--- src/smp_pkg.sv ---
package smp_pkg;

  // Sizing of the matching engine.
  localparam int MAX_PARTIES = 16;
  localparam int IDX_W       = $clog2(MAX_PARTIES);
  localparam int POS_W       = IDX_W + 1;
  localparam int ADDR_W      = 2 * IDX_W;
  localparam int MEM_DEPTH   = MAX_PARTIES * MAX_PARTIES;
  localparam int SIZE_W      = 5;
  localparam int CHOICE_W    = 5;

  localparam logic [SIZE_W-1:0] SIZE_RESET = SIZE_W'(MAX_PARTIES);
  localparam logic [SIZE_W-1:0] SIZE_MAX   = SIZE_W'(MAX_PARTIES);

  // Action codes of an input transaction.
  localparam logic [1:0] ACT_LOAD_PROP = 2'd0;
  localparam logic [1:0] ACT_LOAD_ACC  = 2'd1;
  localparam logic [1:0] ACT_RUN       = 2'd2;

  typedef struct packed {
    logic [1:0]          action;
    logic [IDX_W-1:0]    row;
    logic [IDX_W-1:0]    position;
    logic [CHOICE_W-1:0] choice;
  } in_item_t;

  typedef struct packed {
    logic [IDX_W-1:0] acceptor;
    logic [IDX_W-1:0] partner;
    logic             matched;
    logic             last;
  } out_item_t;

  // Commands from the controller to the datapath.
  typedef struct packed {
    logic wr_prop;
    logic wr_acc;
    logic clear;
    logic mark_done;
    logic propose;
    logic accept_free;
    logic read_ranks;
    logic replace;
    logic report;
    logic emit;
  } smp_cmd_t;

  // Status from the datapath to the controller.
  typedef struct packed {
    logic all_done;
    logic np_exhausted;
    logic s_beyond;
    logic s_taken;
    logic cur_is_h;
    logic new_wins;
    logic emit_last;
    logic out_free;
  } smp_status_t;

endpackage

--- src/smp_datapath.sv ---
module smp_datapath
  import smp_pkg::*;
(
  input  logic              clk,
  input  logic              rst_n,
  input  smp_cmd_t          cmd,
  input  in_item_t          in_data,
  input  logic              cfg_we,
  input  logic [SIZE_W-1:0] cfg_wdata,
  input  logic              out_ready,
  output smp_status_t       status,
  output logic              out_valid,
  output out_item_t         out_data
);

  // Preference stores: proposer lists hold acceptor indexes, acceptor
  // ranks hold the place of each proposer in the acceptor's list.
  logic [IDX_W-1:0] plist_mem_r [MEM_DEPTH];
  logic [IDX_W-1:0] rank_mem_r  [MEM_DEPTH];
  logic [IDX_W-1:0] list_q_r;
  logic [IDX_W-1:0] rank_new_q_r;
  logic [IDX_W-1:0] rank_cur_q_r;

  // Matching state.
  logic [MAX_PARTIES-1:0] done_r;
  logic [MAX_PARTIES-1:0] has_r;
  logic [IDX_W-1:0]       partner_r [MAX_PARTIES];
  logic [POS_W-1:0]       np_r      [MAX_PARTIES];
  logic [IDX_W-1:0]       h_r;
  logic [IDX_W-1:0]       cur_r;
  logic [IDX_W-1:0]       a_r;
  logic [SIZE_W-1:0]      size_r;

  logic                   out_valid_r;
  out_item_t              out_data_r;

  logic [IDX_W-1:0]       who;
  logic [IDX_W-1:0]       n_m1;
  logic [IDX_W-1:0]       free_idx;
  logic [POS_W-1:0]       np_h;
  logic [IDX_W-1:0]       s;
  logic [IDX_W-1:0]       part_addr;
  logic [IDX_W-1:0]       part_q;

  // One-based choice to zero-based index, wrapping like the list width.
  assign who = IDX_W'(in_data.choice - CHOICE_W'(1));

  // Highest party index in use; zero is taken as one, oversize as the maximum.
  always_comb begin
    if (size_r == '0) begin
      n_m1 = '0;
    end else if (size_r > SIZE_MAX) begin
      n_m1 = IDX_W'(MAX_PARTIES - 1);
    end else begin
      n_m1 = IDX_W'(size_r - SIZE_W'(1));
    end
  end

  // Lowest-numbered free proposer.
  always_comb begin
    free_idx = '0;
    for (int i = MAX_PARTIES - 1; i >= 0; i--) begin
      if (!done_r[i]) begin
        free_idx = IDX_W'(i);
      end
    end
  end

  assign np_h      = np_r[free_idx];
  assign s         = list_q_r;
  assign part_addr = cmd.report ? a_r : s;
  assign part_q    = partner_r[part_addr];

  always_comb begin
    status.all_done     = &done_r;
    status.np_exhausted = (np_h > {1'b0, n_m1});
    status.s_beyond     = (s > n_m1);
    status.s_taken      = has_r[s];
    status.cur_is_h     = (part_q == h_r);
    status.new_wins     = (rank_new_q_r <= rank_cur_q_r);
    status.emit_last    = (a_r == n_m1);
    status.out_free     = !out_valid_r || out_ready;
  end

  // Size register.
  always_ff @(posedge clk) begin
    if (!rst_n) begin
      size_r <= SIZE_RESET;
    end else if (cfg_we) begin
      size_r <= cfg_wdata;
    end
  end

  // Proposer list store: one write and one registered read port.
  always_ff @(posedge clk) begin
    if (cmd.wr_prop) begin
      plist_mem_r[{in_data.row, in_data.position}] <= who;
    end
    if (cmd.propose) begin
      list_q_r <= plist_mem_r[{free_idx, np_h[IDX_W-1:0]}];
    end
  end

  // Acceptor rank store: one write and two registered read ports.
  always_ff @(posedge clk) begin
    if (cmd.wr_acc) begin
      rank_mem_r[{in_data.row, who}] <= in_data.position;
    end
    if (cmd.read_ranks) begin
      rank_new_q_r <= rank_mem_r[{s, h_r}];
      rank_cur_q_r <= rank_mem_r[{s, part_q}];
    end
  end

  // Proposer and partner bookkeeping.
  always_ff @(posedge clk) begin
    if (cmd.propose) begin
      h_r <= free_idx;
    end
    if (cmd.read_ranks) begin
      cur_r <= part_q;
    end
    if (cmd.accept_free || cmd.replace) begin
      partner_r[s] <= h_r;
    end
  end

  // Control-like matching state, cleared by reset and at the start of a run (unused parties then start done).
  always_ff @(posedge clk) begin
    if (!rst_n) begin
      done_r <= '0;
      has_r  <= '0;
      a_r    <= '0;
      for (int i = 0; i < MAX_PARTIES; i++) begin
        np_r[i] <= '0;
      end
    end else if (cmd.clear) begin
      has_r <= '0;
      a_r   <= '0;
      for (int i = 0; i < MAX_PARTIES; i++) begin
        done_r[i] <= (IDX_W'(i) > n_m1);
        np_r[i]   <= '0;
      end
    end else begin
      if (cmd.mark_done) begin
        done_r[free_idx] <= 1'b1;
      end
      if (cmd.propose) begin
        np_r[free_idx] <= np_h + POS_W'(1);
      end
      if (cmd.accept_free) begin
        has_r[s]    <= 1'b1;
        done_r[h_r] <= 1'b1;
      end
      if (cmd.replace) begin
        done_r[h_r]   <= 1'b1;
        done_r[cur_r] <= 1'b0;
      end
      if (cmd.emit) begin
        a_r <= a_r + IDX_W'(1);
      end
    end
  end

  // Output register.
  always_ff @(posedge clk) begin
    if (!rst_n) begin
      out_valid_r <= 1'b0;
    end else if (cmd.emit) begin
      out_valid_r <= 1'b1;
    end else if (out_ready) begin
      out_valid_r <= 1'b0;
    end
  end

  always_ff @(posedge clk) begin
    if (cmd.emit) begin
      out_data_r.acceptor <= a_r;
      out_data_r.matched  <= has_r[a_r];
      out_data_r.partner  <= has_r[a_r] ? part_q : '0;
      out_data_r.last     <= (a_r == n_m1);
    end
  end

  assign out_valid = out_valid_r;
  assign out_data  = out_data_r;

endmodule

--- src/smp_ctrl.sv ---
module smp_ctrl
  import smp_pkg::*;
(
  input  logic        clk,
  input  logic        rst_n,
  input  logic        in_valid,
  input  logic [1:0]  in_action,
  input  smp_status_t status,
  output logic        in_ready,
  output smp_cmd_t    cmd
);

  localparam logic [2:0] ST_IDLE = 3'd0;
  localparam logic [2:0] ST_FIND = 3'd1;
  localparam logic [2:0] ST_LIST = 3'd2;
  localparam logic [2:0] ST_RANK = 3'd3;
  localparam logic [2:0] ST_OUT  = 3'd4;

  logic [2:0] state_r;
  logic [2:0] state_nxt;

  // Next state and datapath commands.
  always_comb begin
    state_nxt = state_r;
    cmd       = '0;
    in_ready  = 1'b0;
    case (state_r)
      ST_IDLE: begin
        in_ready = 1'b1;
        if (in_valid) begin
          case (in_action)
            ACT_LOAD_PROP: cmd.wr_prop = 1'b1;
            ACT_LOAD_ACC:  cmd.wr_acc  = 1'b1;
            ACT_RUN: begin
              cmd.clear = 1'b1;
              state_nxt = ST_FIND;
            end
            default: ;
          endcase
        end
      end
      ST_FIND: begin
        if (status.all_done) begin
          state_nxt = ST_OUT;
        end else if (status.np_exhausted) begin
          cmd.mark_done = 1'b1;
        end else begin
          cmd.propose = 1'b1;
          state_nxt   = ST_LIST;
        end
      end
      ST_LIST: begin
        state_nxt = ST_FIND;
        if (status.s_beyond) begin
          state_nxt = ST_FIND;
        end else if (!status.s_taken) begin
          cmd.accept_free = 1'b1;
        end else if (!status.cur_is_h) begin
          cmd.read_ranks = 1'b1;
          state_nxt      = ST_RANK;
        end
      end
      ST_RANK: begin
        cmd.replace = status.new_wins;
        state_nxt   = ST_FIND;
      end
      ST_OUT: begin
        cmd.report = 1'b1;
        if (status.out_free) begin
          cmd.emit = 1'b1;
          if (status.emit_last) begin
            state_nxt = ST_IDLE;
          end
        end
      end
      default: state_nxt = ST_IDLE;
    endcase
  end

  always_ff @(posedge clk) begin
    if (!rst_n) begin
      state_r <= ST_IDLE;
    end else begin
      state_r <= state_nxt;
    end
  end

endmodule

--- src/stable_matching_proposer.sv ---
// Proposer-driven stable matching engine for up to 16 proposers and 16
// acceptors. Load transactions (one per cycle) write a proposer's list entry
// or an acceptor's preference, kept as a rank; a run transaction computes the
// matching and returns one result per acceptor in use, the final one flagged
// last. A run first clears the matching state, then handles each proposal as
// a free-proposer search followed by a registered list read, plus a
// registered read of both ranks when the target acceptor is taken by another
// proposer; a proposer whose list runs out is marked settled, and once every
// proposer is settled the results are emitted in order while the output is
// taken; at most n*n proposals occur for n parties. Proposals are handled
// one at a time through the list and rank memories. Input
// is taken only while no run is in progress; results can still wait in the
// output register while loads are taken. Write size only while idle.
module stable_matching_proposer
  import smp_pkg::*;
(
  input  logic              clk,
  input  logic              rst_n,
  input  logic              in_valid,
  output logic              in_ready,
  input  in_item_t          in_data,
  output logic              out_valid,
  input  logic              out_ready,
  output out_item_t         out_data,
  input  logic              cfg_we,
  input  logic [SIZE_W-1:0] cfg_wdata
);

  smp_cmd_t    cmd;
  smp_status_t status;

  smp_ctrl u_ctrl (
    .clk       (clk),
    .rst_n     (rst_n),
    .in_valid  (in_valid),
    .in_action (in_data.action),
    .status    (status),
    .in_ready  (in_ready),
    .cmd       (cmd)
  );

  smp_datapath u_dp (
    .clk       (clk),
    .rst_n     (rst_n),
    .cmd       (cmd),
    .in_data   (in_data),
    .cfg_we    (cfg_we),
    .cfg_wdata (cfg_wdata),
    .out_ready (out_ready),
    .status    (status),
    .out_valid (out_valid),
    .out_data  (out_data)
  );

endmodule

--- config.mk ---
export PLATFORM = sky130hd
export DESIGN_NAME = stable_matching_proposer
export DESIGN_NICKNAME = d
export VERILOG_FILES = /design/src/smp_pkg.sv /design/src/smp_datapath.sv /design/src/smp_ctrl.sv /design/src/stable_matching_proposer.sv
export SDC_FILE = /design/constraint.sdc
export NUM_CORES = 2
export LEC_CHECK = 0
export BUFFER_PORTS_ARGS = -buffer_cell sky130_fd_sc_hd__buf_2
export CELL_PAD_IN_SITES_DETAIL_PLACEMENT = 1
export CELL_PAD_IN_SITES_GLOBAL_PLACEMENT = 1
export CORE_MARGIN = 5
export CORE_UTILIZATION = 55
export DETAILED_ROUTE_END_ITERATION = 8
export PLACE_DENSITY = 0.77
export SLEW_MARGIN = 5
export SYNTH_ARGS = -nofsm -noshare
export SYNTH_HDL_FRONTEND = slang
export SYNTH_SLANG_ARGS = --single-unit
export TNS_END_PERCENT = 20
--- constraint.sdc ---
create_clock -name clk -period 18.9 [get_ports clk]
set_clock_uncertainty 0.1 [all_clocks]
set_input_delay 5.67 -clock clk [delete_from_list [all_inputs] [get_ports clk]]
set_output_delay 5.67 -clock clk [all_outputs]
set_load 0.005 [all_outputs]
* After elaboration in Yosys (flattened, before gate mapping)
Memories as Yosys holds them, arrays and structs flattened. A register that Yosys moved wholly into a read port is not among the register bits.
Cells that the tools add are included.
** Operators by class
- $add $sub $neg :: 4
- Multiply operators :: 0
- Divide/modulo/power cells :: 0
- Order comparisons :: 29
- Equality and inequality tests :: 13
- Shift-type cells :: 0
- Multiplexer cells :: 102
- Bitwise operators :: 23
- Reduce and logical (&&, ||, !) cells :: 15
** Operators with widths (number)
- 2-to-1 mux 16 bit :: 8
- 2-to-1 mux 5 bit :: 17
- 2-to-1 mux 4 bit :: 20
- bitwise OR 16 bit :: 4
- 2-to-1 mux 1 bit :: 34
- greater-than comparator 4 bit (first input constant) :: 8
- 2-to-1 mux 3 bit :: 9
- < comparator 4 x 5 -> 1 bit (second input constant) :: 5
- AND 16 bit :: 1
- demux 1 bit (select 4 bit) :: 4
- >= comparator 4 x 1 -> 1 bit (second input constant) :: 4
- greater-than comparator 3 x 4 -> 1 bit (first input constant) :: 4
- inverter 16 bit :: 1
- bitwise OR 1 bit :: 16
- AND reduction 16 bit :: 1
- one-hot mux 3 bit (5 select lines) :: 1
- 2-to-1 mux 2 bit :: 7
- binary-select mux 1 bit (select 4 bit) :: 2
- equality test 4 bit :: 2
- greater-than comparator 1 x 4 -> 1 bit (first input constant) :: 2
- greater-than comparator 2 x 4 -> 1 bit (first input constant) :: 2
- inequality test 2 bit (second input constant) :: 4
- subtractor 4 x 1 -> 4 bit (second input constant) :: 2
- equality test 3 x 2 -> 1 bit (second input constant) :: 2
- other kinds (22) :: 26
** Storage, ports and cells
- Register bits :: 63
- Bits in latches :: 0
- RAM bits :: 2192
- ROM bits :: 0
- Input bits :: 25
- Output and inout bits :: 12
- Word-level logic and storage cells :: 202
- Memories kept :: 4
** Memories
- u_dp.plist_mem_r :: depth 256, bits a word 4, read ports 1, clocked after Yosys merged registers in 1, wr ports 1, line smp_datapath.sv:18 : logic [IDX_W-1:0] plist_mem_r [MEM_DEPTH];
- u_dp.rank_mem_r :: depth 256, bits a word 4, read ports 2, clocked after Yosys merged registers in 2, wr ports 1, line smp_datapath.sv:19 : logic [IDX_W-1:0] rank_mem_r [MEM_DEPTH];
- u_dp.np_r :: depth 16, bits a word 5, read ports 1, clocked after Yosys merged registers in 0, wr ports 16, line smp_datapath.sv:28 : logic [POS_W-1:0] np_r [MAX_PARTIES];
- u_dp.partner_r :: depth 16, bits a word 4, read ports 1, clocked after Yosys merged registers in 0, wr ports 1, line smp_datapath.sv:27 : logic [IDX_W-1:0] partner_r [MAX_PARTIES];

* Depth between registers and ports, before layout
- Depth in word-level cells :: 32
- Depth in mapped cells :: 30
- Mapped depth without buffers :: 21

* Modules after synthesis
Synthesis repeated with hierarchy kept, for this count alone.
** Unflattened totals
- Cell total of the unflattened synthesis :: 7347
- Area, all modules :: 102542.1 sq um
** By module, submodules not included
- smp_datapath :: instances 1, cells each 7319, area each 102281.8 sq um, sequential area each 67564.8 sq um
- smp_ctrl :: instances 1, cells each 28, area each 260.2 sq um, sequential area each 60.1 sq um

* Least setup slack after synthesis
No wires, ideal clock.
- Path kind :: input to register
- From :: input in_data[0] (netlist bit)
- To :: memory u_dp.rank_mem_r[0][0] (netlist bit) (enable)
- Setup time :: 269 ps
- Arrival :: 14034 ps
- Required time :: 18531 ps
- Slack :: 4497 ps
- Cell stages on the path :: 6
- Path buffers :: 1
- Path through :: nor3_1 -> xor2_1 -> nor2_1 -> nand2_1 -> clkbuf_1 -> nor2_1
** Between the ends
- Longest elaborated chain between the ends :: 1
** Ends and longest elaborated chain
- start: declaration :: line stable_matching_proposer.sv:21 : input in_item_t in_data,
- subtractor 4 x 1 -> 4 bit :: line smp_datapath.sv:46 : assign who = IDX_W'(in_data.choice - CHOICE_W'(1));
- net u_dp.who[3] :: line smp_datapath.sv:37 : logic [IDX_W-1:0] who;
- end: declaration :: line smp_datapath.sv:19
The timed path passes the listed nets, and every way through them passes these cells.

* Worst setup path in the final report
- From :: input in_data[0] (netlist bit)
- To :: memory u_dp.rank_mem_r[172][3] (netlist bit) (enable)
Same word-level chain as after synthesis.

==> flow_metrics.tcl <==
set metrics [dict create \
    vias_per_cell 7.01 \
    rsz0062_at_grt "no" \
    hpwl_um 208000 \
    grt_overflow 0 \
    place_congestion 0.892 \
    areaGrowthSynthToFinish_pct 9.27 \
    cts-resized-gates 0 \
    grt_pass1_vias 71800 \
    htreeDepth 4 \
    routed_wl_um 342000 \
    nFillCells 17200 \
    finalCritPeriodShare 0.473 \
    synthSimpleGateAreaFrac 0.131 \
    path_class "in -> reg" \
    grt_max_degree 184 \
    cts_setup_buffers 0 \
    grt_first_pass_wirelength_um 496000 \
    cap_violations 0 \
    leakagePower_uw 0.0361 \
    synth-compound-area-share 0.0611 \
    synth_cell_types 96 \
    synthXorXnorAreaFrac 0.00138 \
    clk_latency_ps 900 \
    muxShareOfSynthArea 0.112 \
    drt_pass1_iterations 6 \
    ff_latch_area_sq_um 67600 \
    arrival_ps 9380 \
    synth-async-reset-ratio 0 \
    antenna_found_initial 27 \
    yosysSeqAreaShare 0.667 \
    die_y_um 439 \
    ys_seq_elements 2267 \
    power_density_nw_per_um2 119 \
    ir_worst_vdd_mv 0.113 \
    start_util 0.553 \
    cts.path.max_buffers 3 \
    die_area_sq_um 193000 \
    grt_use_total 0.350 \
    whs_ps 408 \
    core_sq_um 183000 \
    cts_tree "built" \
    row_count 157 \
    period_minus_slack_ps 8950 \
    netlist_area_sq_um 101000 \
    tns_ps 0 \
    syn_avg_cell_area_sq_um 13.5 \
    synth_edf_count 2222 \
    antenna_left 0 \
    crit_required_ps 19330 \
    maxSlewViolCount 0 \
    drt-initial-drc-count 9890 \
    synthCells 7504 \
    io_buffers 35 \
    slew-limit-headroom 0.142 \
    ioPinCount 37 \
    yosys_most_used_dff "edfxtp_1" \
    critPathLaunchType "input pin" \
    fp.dieW_um 439 \
    path_max_fanout 114 \
    wl_per_cell_um 34.0 \
    yosysTopAreaCellShare 0.658 \
    synthTopCellsByArea "edfxtp_1, mux4_2, nand2_1" \
    synth_top_family_by_area "simple AND/OR/NAND/NOR gates" \
    post-place-ws_ps 9190 \
    nets 7418 \
    setup_slack_ps 9950 \
    setup_viol_count_final 0 \
    synth_adder_area_share 0.00247 \
    drive_gt1_frac 0.127 \
    ctsHoldBuffers 0 \
    hold_class "reg -> reg" \
    cts-root-buf "clkbuf_16" \
    drc_errors 0 \
    timing_worst_slew_pin_value_ps 1250 \
    clkTransAtPathRegs_ps 60 \
    utilization 0.605 \
    fmax_mhz 112 \
    status "finished, final reports clean" \
    numCtsBuffers 224 \
    cp-end-kind "flop" \
    clkSinkCount 2267 \
    multi_input_area_sq_um 31300 \
    total_power_uw 13200 \
    yosys.area.top_type "edfxtp_1" \
    hold_violations 0 \
    vias 70300 \
    syn-num-nets 7549 \
    yosys_warnings 0 \
]
[layer usage]
layer  wire length [um]  vias up  GRT usage
li1                   -    28400          -
met1             127000    36200      0.482
met2             156000     4883      0.534
met3              41400      915     0.0876
met4              16600       14      0.155
met5                103        -          0
[final timing paths]
path / startpoint / slack (ps) / cells after the start / to
max: in_data[0] / 9950 / 9 / u_dp.rank_mem_r[172][3]$_DFFE_PP_
min: u_dp.has_r[1]$_SDFFE_PP0P_ / 410 / 2 / u_dp.has_r[1]$_SDFFE_PP0P_
max reg2reg: u_ctrl.state_r[2]$_SDFFE_PN0P_ / 10260 / 16 / u_dp.rank_cur_q_r[0]$_DFFE_PP_
min reg2reg: u_dp.has_r[1]$_SDFFE_PP0P_ / 410 / 2 / u_dp.has_r[1]$_SDFFE_PP0P_
[cells in the final DEF (no fill, tap or decap), types with 42 or more instances in the layout]
cell,synthesis,routed
a31oi_1,133,133
nand2_1,1596,1586
nand3_1,493,493
a311oi_1,81,81
o21ai_0,72,72
nand4_1,83,83
clkinv_2,0,58
buf_4,31,146
clkinv_1,1,52
nor2_1,702,697
clkbuf_16,0,224
a21boi_0,53,53
a32oi_1,104,104
edfxtp_1,2222,2222
a21oi_1,93,93
a211oi_1,76,76
dfxtp_1,45,45
mux4_2,371,371
mux2i_1,290,290
and3_1,68,68
clkbuf_1,238,42
[state kept, by name, summed over array words and instances (netlist names), 3 cells and up]
name and count:
u_dp.h_r 4, u_ctrl.state_r 3, u_dp.cur_r 4, u_dp.rank_mem_r 1024, u_dp.partner_r 64, u_dp.rank_new_q_r 4, u_dp.plist_mem_r 1024, u_dp.out_data 10
u_dp.done_r 16, u_dp.rank_cur_q_r 4, u_dp.a_r 4, u_dp.size_r 5, u_dp.np_r 80, u_dp.list_q_r 4, u_dp.has_r 16
[worst max-delay path: stages]
cell and delay, ps:
buf_2 150, inv_6 640, ha_1 350, xnor2_1 190, inv_6 550, and2_1 330, nand2_1 580, buf_4 500
nor2_1 390
[Yosys cell counts, drive strengths merged, types with 17 or more instances]
cell     count
a2111oi     38
a211oi      78
a21boi      53
a21oi       94
a221oi      28
a22oi       18
a311oi      82
a31oi      133
a32oi      104
and2        18
and3        68
buf        311
clkbuf     238
dfxtp       45
edfxtp    2222
ha          20
inv         34
mux2i      292
mux4       371
nand2     1599
nand3      493
nand4       83
nor2       708
nor2b       28
nor3        27
nor4        17
o211ai      17
o21ai       75
[power by group]
part / switching [uW] / internal [uW]
clock: 1970 / 2390
combinational: 2360 / 889
sequential: 18.9 / 5580
[logic make-up (layout without fill, tap and decap cells)]
| family | count (synthesis) | in the layout |
|---|---|---|
| xor gates and xnor gates | 16 | 16 |
| and+or+nand+nor | 3117 | 3117 |
| muxes | 665 | 665 |
| DFF | 2267 | 2267 |
| AOI/OAI and AO/OA | 835 | 835 |
| buffers and inverters | 584 | 643 |
| other | 0 | 15 |
| adders and majority gates | 20 | 20 |
[final cells by class]
class | count | share of cell area
diodes | 15 | 0.000339
flip-flops and latches | 2267 | 0.610
clock buffers | 266 | 0.0520
inverters | 35 | 0.00176
well taps | 2464 | 0.0278
repair buffers | 192 | 0.0138
clock inverters | 150 | 0.0113
multi-input cells | 4653 | 0.283
[per-stage QoR]
step           instance area (sq um)  instances
2_1_floorplan                 101000       7504
6_report                      111000      10000
4_1_cts                       111000      10000
5_1_grt                       111000      10000
3_3_place_gp                  104000       9611
3_5_place_dp                  104000       9611
Note: power is estimated with default switching activity, not from simulation.
